<file path="src/rtl/rck_pkg.sv">
`default_nettype none
// ----------------------------------------------------------------------------
// rck_pkg: radio channel keeper shared definitions
// Types, register indexes, reset values and channel-order helpers.
// ----------------------------------------------------------------------------
package rck_pkg;

  localparam int unsigned NUM_SCAN_CHANNELS_DEF = 13;
  localparam int unsigned CHAN_W                = 4;
  localparam int unsigned PHASE_W               = 20;
  localparam int unsigned SILENCE_W             = 21;
  localparam int unsigned CFG_IDX_W             = 3;
  localparam int unsigned CFG_DATA_W            = 20;

  localparam logic [CHAN_W-1:0]    CHAN_FIRST  = 4'd1;
  localparam logic [CHAN_W-1:0]    CHAN_LAST   = 4'd13;
  localparam logic [PHASE_W-1:0]   PHASE_MAX   = '1;
  localparam logic [SILENCE_W-1:0] SILENCE_MAX = '1;

  localparam logic [15:0] DWELL_RST       = 16'd200;
  localparam logic [15:0] MONITOR_RST     = 16'd1000;
  localparam logic [19:0] LOST_RST        = 20'd5000;
  localparam logic [19:0] BACKOFF_MIN_RST = 20'd1000;
  localparam logic [19:0] BACKOFF_MAX_RST = 20'd30000;
  localparam logic [3:0]  DEF_CHAN_RST    = 4'd1;

  typedef enum logic [CFG_IDX_W-1:0] {
    REG_DWELL       = 3'd0,
    REG_MONITOR     = 3'd1,
    REG_LOST        = 3'd2,
    REG_BACKOFF_MIN = 3'd3,
    REG_BACKOFF_MAX = 3'd4,
    REG_DEF_CHAN    = 3'd5
  } reg_idx_t;

  typedef enum logic [1:0] {
    MODE_SCAN    = 2'd0,
    MODE_LOCKED  = 2'd1,
    MODE_BACKOFF = 2'd2
  } mode_t;

  typedef struct packed {
    logic [15:0] dwell_ms;
    logic [15:0] monitor_interval_ms;
    logic [19:0] lost_timeout_ms;
    logic [19:0] backoff_min_ms;
    logic [19:0] backoff_max_ms;
    logic [3:0]  default_channel;
  } cfg_t;

  typedef struct packed {
    logic [CHAN_W-1:0] channel;
    logic              locked;
    logic              retuned;
  } res_t;

  function automatic logic [CHAN_W-1:0] chan_order(input logic [3:0] idx);
    logic [CHAN_W-1:0] ch;
    case (idx)
      4'd0:    ch = 4'd1;
      4'd1:    ch = 4'd6;
      4'd2:    ch = 4'd11;
      4'd3:    ch = 4'd2;
      4'd4:    ch = 4'd3;
      4'd5:    ch = 4'd4;
      4'd6:    ch = 4'd5;
      4'd7:    ch = 4'd7;
      4'd8:    ch = 4'd8;
      4'd9:    ch = 4'd9;
      4'd10:   ch = 4'd10;
      4'd11:   ch = 4'd12;
      default: ch = CHAN_LAST;
    endcase
    return ch;
  endfunction

  function automatic logic [CHAN_W-1:0] park_channel(input logic [3:0] dc);
    logic [CHAN_W-1:0] ch;
    if (dc == 4'd0) begin
      ch = CHAN_FIRST;
    end else if (dc > CHAN_LAST) begin
      ch = CHAN_LAST;
    end else begin
      ch = dc;
    end
    return ch;
  endfunction

endpackage
`default_nettype wire

</file>
<file path="src/rtl/radio_channel_keeper_unit.sv">
`default_nettype none
// ----------------------------------------------------------------------------
// radio_channel_keeper_unit: hub channel scan, lock and backoff keeper
// Usage:
//   Input channel: one transfer per millisecond tick, in_hub_heard set when
//   a hub packet arrived during that tick.
//   Result channel: one transfer per tick with the channel tuned after the
//   tick, the locked flag and a retune flag.
//   Config channel: cfg_index selects the setting (0 dwell, 1 monitor
//   interval, 2 lost timeout, 3 backoff min, 4 backoff max, 5 default
//   channel); cfg_ready is always high. Write only while no tick is pending.
//   Result: registered into the output entry, or the skid entry when held.
//   Throughput: one tick per cycle while in_stall is low.
//   Stall: a two-entry output buffer absorbs one extra result; in_stall rises
//   once both entries are full and drops when the receiver takes one.
//   Reset: synchronous, active low; scanning from the first channel of the
//   order, settings back to their defaults, output buffer empty.
// ----------------------------------------------------------------------------
module radio_channel_keeper_unit #(
  parameter int unsigned NUM_SCAN_CHANNELS = rck_pkg::NUM_SCAN_CHANNELS_DEF
) (
  input  wire logic                           clk,
  input  wire logic                           rst_n,
  input  wire logic                           in_valid,
  output logic                                in_stall,
  input  wire logic                           in_hub_heard,
  output logic                                out_valid,
  input  wire logic                           out_stall,
  output logic [rck_pkg::CHAN_W-1:0]          out_channel,
  output logic                                out_locked,
  output logic                                out_retuned,
  input  wire logic                           cfg_valid,
  output logic                                cfg_ready,
  input  wire logic [rck_pkg::CFG_IDX_W-1:0]  cfg_index,
  input  wire logic [rck_pkg::CFG_DATA_W-1:0] cfg_data
);

  rck_pkg::cfg_t cfg;
  rck_pkg::res_t step_res;
  rck_pkg::res_t out_res;
  logic          tick_fire;

  assign tick_fire   = in_valid & ~in_stall;
  assign out_channel = out_res.channel;
  assign out_locked  = out_res.locked;
  assign out_retuned = out_res.retuned;

  rck_cfg_regs u_cfg (
    .clk       (clk),
    .rst_n     (rst_n),
    .cfg_valid (cfg_valid),
    .cfg_ready (cfg_ready),
    .cfg_index (cfg_index),
    .cfg_data  (cfg_data),
    .cfg       (cfg)
  );

  rck_step #(
    .NUM_SCAN_CHANNELS (NUM_SCAN_CHANNELS)
  ) u_step (
    .clk       (clk),
    .rst_n     (rst_n),
    .tick_fire (tick_fire),
    .hub_heard (in_hub_heard),
    .cfg       (cfg),
    .res       (step_res)
  );

  rck_out_buf u_out (
    .clk       (clk),
    .rst_n     (rst_n),
    .in_valid  (in_valid),
    .in_stall  (in_stall),
    .in_res    (step_res),
    .out_valid (out_valid),
    .out_stall (out_stall),
    .out_res   (out_res)
  );

endmodule
`default_nettype wire

</file>
<file path="src/rtl/rck_cfg_regs.sv">
`default_nettype none
// ----------------------------------------------------------------------------
// rck_cfg_regs: configuration register bank
// Holds the six keeper settings; writes to unused indexes are dropped.
// ----------------------------------------------------------------------------
module rck_cfg_regs (
  input  wire logic                           clk,
  input  wire logic                           rst_n,
  input  wire logic                           cfg_valid,
  output logic                                cfg_ready,
  input  wire logic [rck_pkg::CFG_IDX_W-1:0]  cfg_index,
  input  wire logic [rck_pkg::CFG_DATA_W-1:0] cfg_data,
  output rck_pkg::cfg_t                       cfg
);

  rck_pkg::cfg_t cfg_r;
  rck_pkg::cfg_t cfg_nxt;

  assign cfg_ready = 1'b1;
  assign cfg       = cfg_r;

  always_comb begin
    cfg_nxt = cfg_r;
    if (cfg_valid) begin
      case (rck_pkg::reg_idx_t'(cfg_index))
        rck_pkg::REG_DWELL:       cfg_nxt.dwell_ms            = cfg_data[15:0];
        rck_pkg::REG_MONITOR:     cfg_nxt.monitor_interval_ms = cfg_data[15:0];
        rck_pkg::REG_LOST:        cfg_nxt.lost_timeout_ms     = cfg_data;
        rck_pkg::REG_BACKOFF_MIN: cfg_nxt.backoff_min_ms      = cfg_data;
        rck_pkg::REG_BACKOFF_MAX: cfg_nxt.backoff_max_ms      = cfg_data;
        rck_pkg::REG_DEF_CHAN:    cfg_nxt.default_channel     = cfg_data[3:0];
        default:                  cfg_nxt = cfg_r;
      endcase
    end
  end

  always_ff @(posedge clk) begin
    if (!rst_n) begin
      cfg_r.dwell_ms            <= rck_pkg::DWELL_RST;
      cfg_r.monitor_interval_ms <= rck_pkg::MONITOR_RST;
      cfg_r.lost_timeout_ms     <= rck_pkg::LOST_RST;
      cfg_r.backoff_min_ms      <= rck_pkg::BACKOFF_MIN_RST;
      cfg_r.backoff_max_ms      <= rck_pkg::BACKOFF_MAX_RST;
      cfg_r.default_channel     <= rck_pkg::DEF_CHAN_RST;
    end else begin
      cfg_r <= cfg_nxt;
    end
  end

endmodule
`default_nettype wire

</file>
<file path="src/rtl/rck_step.sv">
`default_nettype none
// ----------------------------------------------------------------------------
// rck_step: keeper state and per-tick update
// Counters and mode register, advanced once per accepted tick.
// ----------------------------------------------------------------------------
module rck_step #(
  parameter int unsigned NUM_SCAN_CHANNELS = rck_pkg::NUM_SCAN_CHANNELS_DEF
) (
  input  wire logic         clk,
  input  wire logic         rst_n,
  input  wire logic         tick_fire,
  input  wire logic         hub_heard,
  input  wire rck_pkg::cfg_t cfg,
  output rck_pkg::res_t     res
);

  localparam int unsigned LEN_CLAMP = (NUM_SCAN_CHANNELS < 1) ? 1 :
                                      ((NUM_SCAN_CHANNELS > 16) ? 16 : NUM_SCAN_CHANNELS);
  localparam logic [4:0]  ORDER_LEN = 5'(LEN_CLAMP);

  rck_pkg::mode_t                      mode_r, mode_nxt;
  logic [3:0]                          idx_r, idx_nxt;
  logic [rck_pkg::CHAN_W-1:0]          chan_r, chan_nxt;
  logic [rck_pkg::PHASE_W-1:0]         phase_r, phase_nxt;
  logic                                hst_r, hst_nxt;
  logic                                ever_r, ever_nxt;
  logic [rck_pkg::SILENCE_W-1:0]       sil_r, sil_nxt;
  logic [19:0]                         bo_r, bo_nxt;

  always_comb begin
    mode_nxt  = mode_r;
    idx_nxt   = idx_r;
    chan_nxt  = chan_r;
    bo_nxt    = bo_r;
    hst_nxt   = hst_r | hub_heard;
    ever_nxt  = ever_r | hub_heard;
    if (hub_heard) begin
      sil_nxt = '0;
    end else if (sil_r != rck_pkg::SILENCE_MAX) begin
      sil_nxt = sil_r + 1'b1;
    end else begin
      sil_nxt = sil_r;
    end
    phase_nxt = (phase_r != rck_pkg::PHASE_MAX) ? phase_r + 1'b1 : phase_r;

    case (mode_r)
      rck_pkg::MODE_LOCKED: begin
        if (phase_nxt >= {4'd0, cfg.monitor_interval_ms}) begin
          phase_nxt = '0;
          if (sil_nxt > {1'b0, cfg.lost_timeout_ms}) begin
            mode_nxt = rck_pkg::MODE_SCAN;
            idx_nxt  = '0;
            chan_nxt = rck_pkg::chan_order(4'd0);
            hst_nxt  = 1'b0;
          end
        end
      end
      rck_pkg::MODE_BACKOFF: begin
        if (phase_nxt >= bo_r) begin
          if (bo_r >= (cfg.backoff_max_ms >> 1)) begin
            bo_nxt = cfg.backoff_max_ms;
          end else begin
            bo_nxt = {bo_r[18:0], 1'b0};
          end
          mode_nxt  = rck_pkg::MODE_SCAN;
          idx_nxt   = '0;
          chan_nxt  = rck_pkg::chan_order(4'd0);
          phase_nxt = '0;
          hst_nxt   = 1'b0;
        end
      end
      default: begin
        if (phase_nxt >= {4'd0, cfg.dwell_ms}) begin
          phase_nxt = '0;
          if (hst_nxt && ever_nxt) begin
            mode_nxt = rck_pkg::MODE_LOCKED;
            bo_nxt   = cfg.backoff_min_ms;
          end else if (({1'b0, idx_r} + 5'd1) < ORDER_LEN) begin
            idx_nxt  = idx_r + 4'd1;
            chan_nxt = rck_pkg::chan_order(idx_r + 4'd1);
            hst_nxt  = 1'b0;
          end else begin
            mode_nxt = rck_pkg::MODE_BACKOFF;
            chan_nxt = rck_pkg::park_channel(cfg.default_channel);
            hst_nxt  = 1'b0;
          end
        end
      end
    endcase
  end

  always_comb begin
    res.channel = chan_nxt;
    res.locked  = (mode_nxt == rck_pkg::MODE_LOCKED);
    res.retuned = (chan_nxt != chan_r);
  end

  always_ff @(posedge clk) begin
    if (!rst_n) begin
      mode_r  <= rck_pkg::MODE_SCAN;
      idx_r   <= '0;
      chan_r  <= rck_pkg::chan_order(4'd0);
      phase_r <= '0;
      hst_r   <= 1'b0;
      ever_r  <= 1'b0;
      sil_r   <= '0;
      bo_r    <= rck_pkg::BACKOFF_MIN_RST;
    end else if (tick_fire) begin
      mode_r  <= mode_nxt;
      idx_r   <= idx_nxt;
      chan_r  <= chan_nxt;
      phase_r <= phase_nxt;
      hst_r   <= hst_nxt;
      ever_r  <= ever_nxt;
      sil_r   <= sil_nxt;
      bo_r    <= bo_nxt;
    end
  end

`ifndef SYNTHESIS
  a_chan_range: assert property (@(posedge clk) disable iff (!rst_n)
    chan_r != 4'd0 && chan_r <= rck_pkg::CHAN_LAST)
    else $error("tuned channel out of range");
  a_lock_needs_hub: assert property (@(posedge clk) disable iff (!rst_n)
    mode_r == rck_pkg::MODE_LOCKED |-> ever_r)
    else $error("locked without hub ever heard");
  a_heard_clears_silence: assert property (@(posedge clk) disable iff (!rst_n)
    tick_fire && hub_heard |=> sil_r == '0)
    else $error("silence count not cleared by hub packet");
  a_idx_range: assert property (@(posedge clk) disable iff (!rst_n)
    tick_fire |=> {1'b0, idx_r} < ORDER_LEN)
    else $error("sweep index past order length");
`endif

endmodule
`default_nettype wire

</file>
<file path="src/rtl/rck_out_buf.sv">
`default_nettype none
// ----------------------------------------------------------------------------
// rck_out_buf: result register with skid stage
// Two-entry output buffer; upstream stall is registered.
// ----------------------------------------------------------------------------
module rck_out_buf (
  input  wire logic          clk,
  input  wire logic          rst_n,
  input  wire logic          in_valid,
  output logic               in_stall,
  input  wire rck_pkg::res_t in_res,
  output logic               out_valid,
  input  wire logic          out_stall,
  output rck_pkg::res_t      out_res
);

  logic          out_valid_r, out_valid_nxt;
  logic          skid_valid_r, skid_valid_nxt;
  rck_pkg::res_t out_res_r, out_res_nxt;
  rck_pkg::res_t skid_res_r, skid_res_nxt;
  logic          accept;
  logic          take;

  assign in_stall  = skid_valid_r;
  assign out_valid = out_valid_r;
  assign out_res   = out_res_r;
  assign accept    = in_valid & ~skid_valid_r;
  assign take      = out_valid_r & ~out_stall;

  always_comb begin
    out_valid_nxt  = out_valid_r;
    skid_valid_nxt = skid_valid_r;
    out_res_nxt    = out_res_r;
    skid_res_nxt   = skid_res_r;
    if (skid_valid_r) begin
      if (take) begin
        out_res_nxt    = skid_res_r;
        skid_valid_nxt = 1'b0;
      end
    end else if (accept) begin
      if (!out_valid_r || take) begin
        out_res_nxt   = in_res;
        out_valid_nxt = 1'b1;
      end else begin
        skid_res_nxt   = in_res;
        skid_valid_nxt = 1'b1;
      end
    end else if (take) begin
      out_valid_nxt = 1'b0;
    end
  end

  always_ff @(posedge clk) begin
    if (!rst_n) begin
      out_valid_r  <= 1'b0;
      skid_valid_r <= 1'b0;
    end else begin
      out_valid_r  <= out_valid_nxt;
      skid_valid_r <= skid_valid_nxt;
    end
    out_res_r  <= out_res_nxt;
    skid_res_r <= skid_res_nxt;
  end

endmodule
`default_nettype wire
</file>
<file path="config.mk">
export PLATFORM = sky130hd
export DESIGN_NAME = radio_channel_keeper_unit
export DESIGN_NICKNAME = d
export VERILOG_FILES = /design/src/rtl/rck_pkg.sv /design/src/rtl/radio_channel_keeper_unit.sv /design/src/rtl/rck_cfg_regs.sv /design/src/rtl/rck_step.sv /design/src/rtl/rck_out_buf.sv
export SDC_FILE = /design/constraint.sdc
export NUM_CORES = 1
export LEC_CHECK = 0
export BUFFER_PORTS_ARGS = -buffer_cell sky130_fd_sc_hd__buf_2
export CORE_MARGIN = 4
export CORE_UTILIZATION = 60
export CTS_CLUSTER_SIZE = 30
export DETAILED_ROUTE_END_ITERATION = 16
export GPL_ROUTABILITY_DRIVEN = 0
export PLACE_DENSITY = 0.77
export SKIP_CTS_REPAIR_TIMING = 1
export SYNTH_ARGS = -nofsm -noshare
export SYNTH_HDL_FRONTEND = slang
export SYNTH_SLANG_ARGS = --single-unit
</file>
<file path="constraint.sdc">
create_clock -name clk -period 5.41 [get_ports clk]
set_input_delay 0.2705 -clock clk [delete_from_list [all_inputs] [get_ports clk]]
set_output_delay 0.2705 -clock clk [all_outputs]
set_load 0.02 [all_outputs]
</file>
==> results.ini <==
[finish]
drive_gt1_frac=0.0849
nets=1495
nFillCells=1549
layout_commonest_cell=nand2_1
area_delta_synth_final_pct=7.66
mostFrequentLayoutCells=262 x nand2_1, 171 x dfxtp_1, 112 x inv_1
diodes=0

[floorplanning]
fp.dieArea_sq_um=20800
ios=38
rows=49
initial_core_util=0.615
core_area_sq_um=18100
die_h_um=144
die_x_um=144

[clock_network]
cts_buffer_depth=2
numCtsBuffers=17
cts_tree=built
insertion_delay_ns=0.43
h-tree-depth=4
path_clk_slew_ns=0.07
cts_root_buffer=clkbuf_16
cts.sinks=183

[sta]
slew_headroom=0.171
setup_viol=0
min_period_ns=4.97
slew_viol_final=0
rsz0062_at_grt=no
hold_violations=0
fmax_mhz=201
period_share=0.918
tightest_slew_ns=1.24
tns_ns=0
skew_ns=0.0120

[grt]
grt_antenna_before_repair=0
grt-busiest-layer=met2
grt_max_degree=86
grt_first_pass_wirelength_mm=44.6
use_met3=0.0569
met1_usage=0.373
grt_usage=0.269
first_global_vias=8659
met2_usage=0.418
grt_remaining_overflow=0

[synth]
ys_types=73
syn_inst=1374
ys_seq_elements=183
avgSynthCellArea_sq_um=8.12
synthesis.nets=1504
ys_seq_area_frac=0.339
synth-main-ff-cell=dfxtp_1
syn_area_sq_um=11200
ys_warn_count=0
async_flop_share=0
synth-edff-count=12

[routing]
drt_iter0_markers=711
viasPerCell=5.90
wirelength_mm=27.5
drc=0
via_count=9483
antenna_left=0
post_drt_wl_per_cell_um=17.1
drt-pass1-iter-count=6

[power]
p_clk_frac=0.433
powerDensity_nw_per_um2=236
p_switching_mw=0.730
finalPower_mw=2.83
peakVddDrop_uv=222
intPower_mw=2.10
combPwrFrac=0.072
swShare=0.258
p_leak_nw=4.95
seqPwrFrac=0.496

[run_status]
outcome=complete, no violations

[worst_setup_path]
required_ns=5.73
crit_type=reg -> reg
crit_path_end_kind=register
crit_fanout=9
startpoint_type=register
worstPathArrival_ns=5.29
reg2reg_slack_ns=0.44

[place]
port_buffers=36
dpl.hpwl_mm=19.5

[flow_run]
cap_violations=0

[worst_hold_path]
hold_path_class=in -> reg

==> power groups by stage <==
stage / Clock (mW) / Combinational [mW] / Sequential, mW
after floorplan: 0 / 0.126 / 1.44
after global placement: 0 / 0.198 / 1.43
after detailed placement: 0 / 0.200 / 1.43
after CTS: 1.24 / 0.202 / 1.40
after global routing: 1.30 / 0.225 / 1.41
final: 1.23 / 0.202 / 1.40
==> sequential cells by signal, indices dropped and copies added (netlist names), 2 cells and up <==
name              cells
u_out.out_res         6
u_step.mode_r         2
u_cfg.cfg            96
u_step.bo_r          20
u_step.chan_r         4
u_step.sil_r         21
u_out.skid_res_r      6
u_step.phase_r       20
u_step.idx_r          4
==> cell usage after synthesis, types with 22 or more instances <==
master | count | share of area
a21boi_0 | 85 | 0.057
a21oi_1 | 39 | 0.017
clkbuf_1 | 63 | 0.021
dfxtp_1 | 171 | 0.31
ha_1 | 101 | 0.11
inv_1 | 112 | 0.038
mux2i_1 | 34 | 0.031
nand2_1 | 262 | 0.088
nand3_1 | 50 | 0.022
nor2_1 | 65 | 0.022
nor3_1 | 22 | 0.0099
o211ai_1 | 27 | 0.018
o21ai_0 | 36 | 0.016
xnor2_1 | 24 | 0.019
==> kinds of logic (layout without fill, tap and decap cells) <==
logic type,after synthesis,in the layout,share of synthesized area
simple gates,496,496,0.203
mux,44,44,0.0406
flops,183,183,0.339
xor+xnor,41,41,0.0322
fa+ha+maj,101,101,0.113
compound gates,322,322,0.208
buf+inv,186,190,0.0637
other cells,1,1,0.000336
==> cell type report <==
| cell class | instances | area (sq um) | share of cell area |
|---|---|---|---|
| Clock buffer | 21 | 472 | 0.0393 |
| Clock inverter | 11 | 106 | 0.00886 |
| Tap cell | 229 | 287 | 0.0239 |
| Timing Repair Buffer | 46 | 258 | 0.0215 |
| Inverter | 112 | 420 | 0.0350 |
| Sequential cell | 183 | 3780 | 0.315 |
| Multi-Input combinational cell | 1005 | 6680 | 0.557 |
==> per-stage QoR <==
step,area [sq um],std cells,setup slack [ns],utilization,hold WS (ns)
after floorplan,11200,1374,1.02,-,0.394
after global placement,11400,1575,0.550,0.630,0.448
after detailed placement,11400,1575,0.366,0.630,0.455
after CTS,12000,1607,0.311,0.662,0.0956
after global routing,12000,1607,0.0615,0.662,0.0994
final,12000,1607,0.444,0.662,0.103
==> metal layers <==
| layer | wire length, um | share of wire |
|---|---|---|
| met1 | 12500 | 0.46 |
| met4 | 857 | 0.031 |
| met2 | 12400 | 0.45 |
| met3 | 1740 | 0.063 |
| met5 | 0 | 0 |
==> path summary, 6_finish.rpt <==
kind | startpoint | to | depth (start not counted)
hold / removal | in_valid | u_out.in_stall$_SDFF_PN0_ | 3
setup reg to reg | u_step.phase_r[4]$_SDFFE_PN0P_ | u_step.idx_r[2]$_SDFFE_PN0P_ | 17
setup / recovery | u_step.phase_r[4]$_SDFFE_PN0P_ | u_step.idx_r[2]$_SDFFE_PN0P_ | 17
hold reg to reg | u_cfg.cfg[38]$_SDFFE_PN0P_ | u_cfg.cfg[38]$_SDFFE_PN0P_ | 2
==> worst max-delay path: stages, from the launching register on <==
cell and delay (ns):
dfxtp_1 0.47, nand4_2 0.19, nor4_4 0.44, nand3_1 0.35
nand2_1 0.21, nor2_1 0.09, and3_1 0.22, xor2_1 0.20
ha_1 0.32, and3_1 0.15, nand3_1 0.09, or4_1 0.52
a31oi_1 0.37, o21ai_1 0.22, o21a_1 0.25, nor3_2 0.37
o21ai_0 0.16, a31o_1 0.24
(Power assumes the default switching activity.)
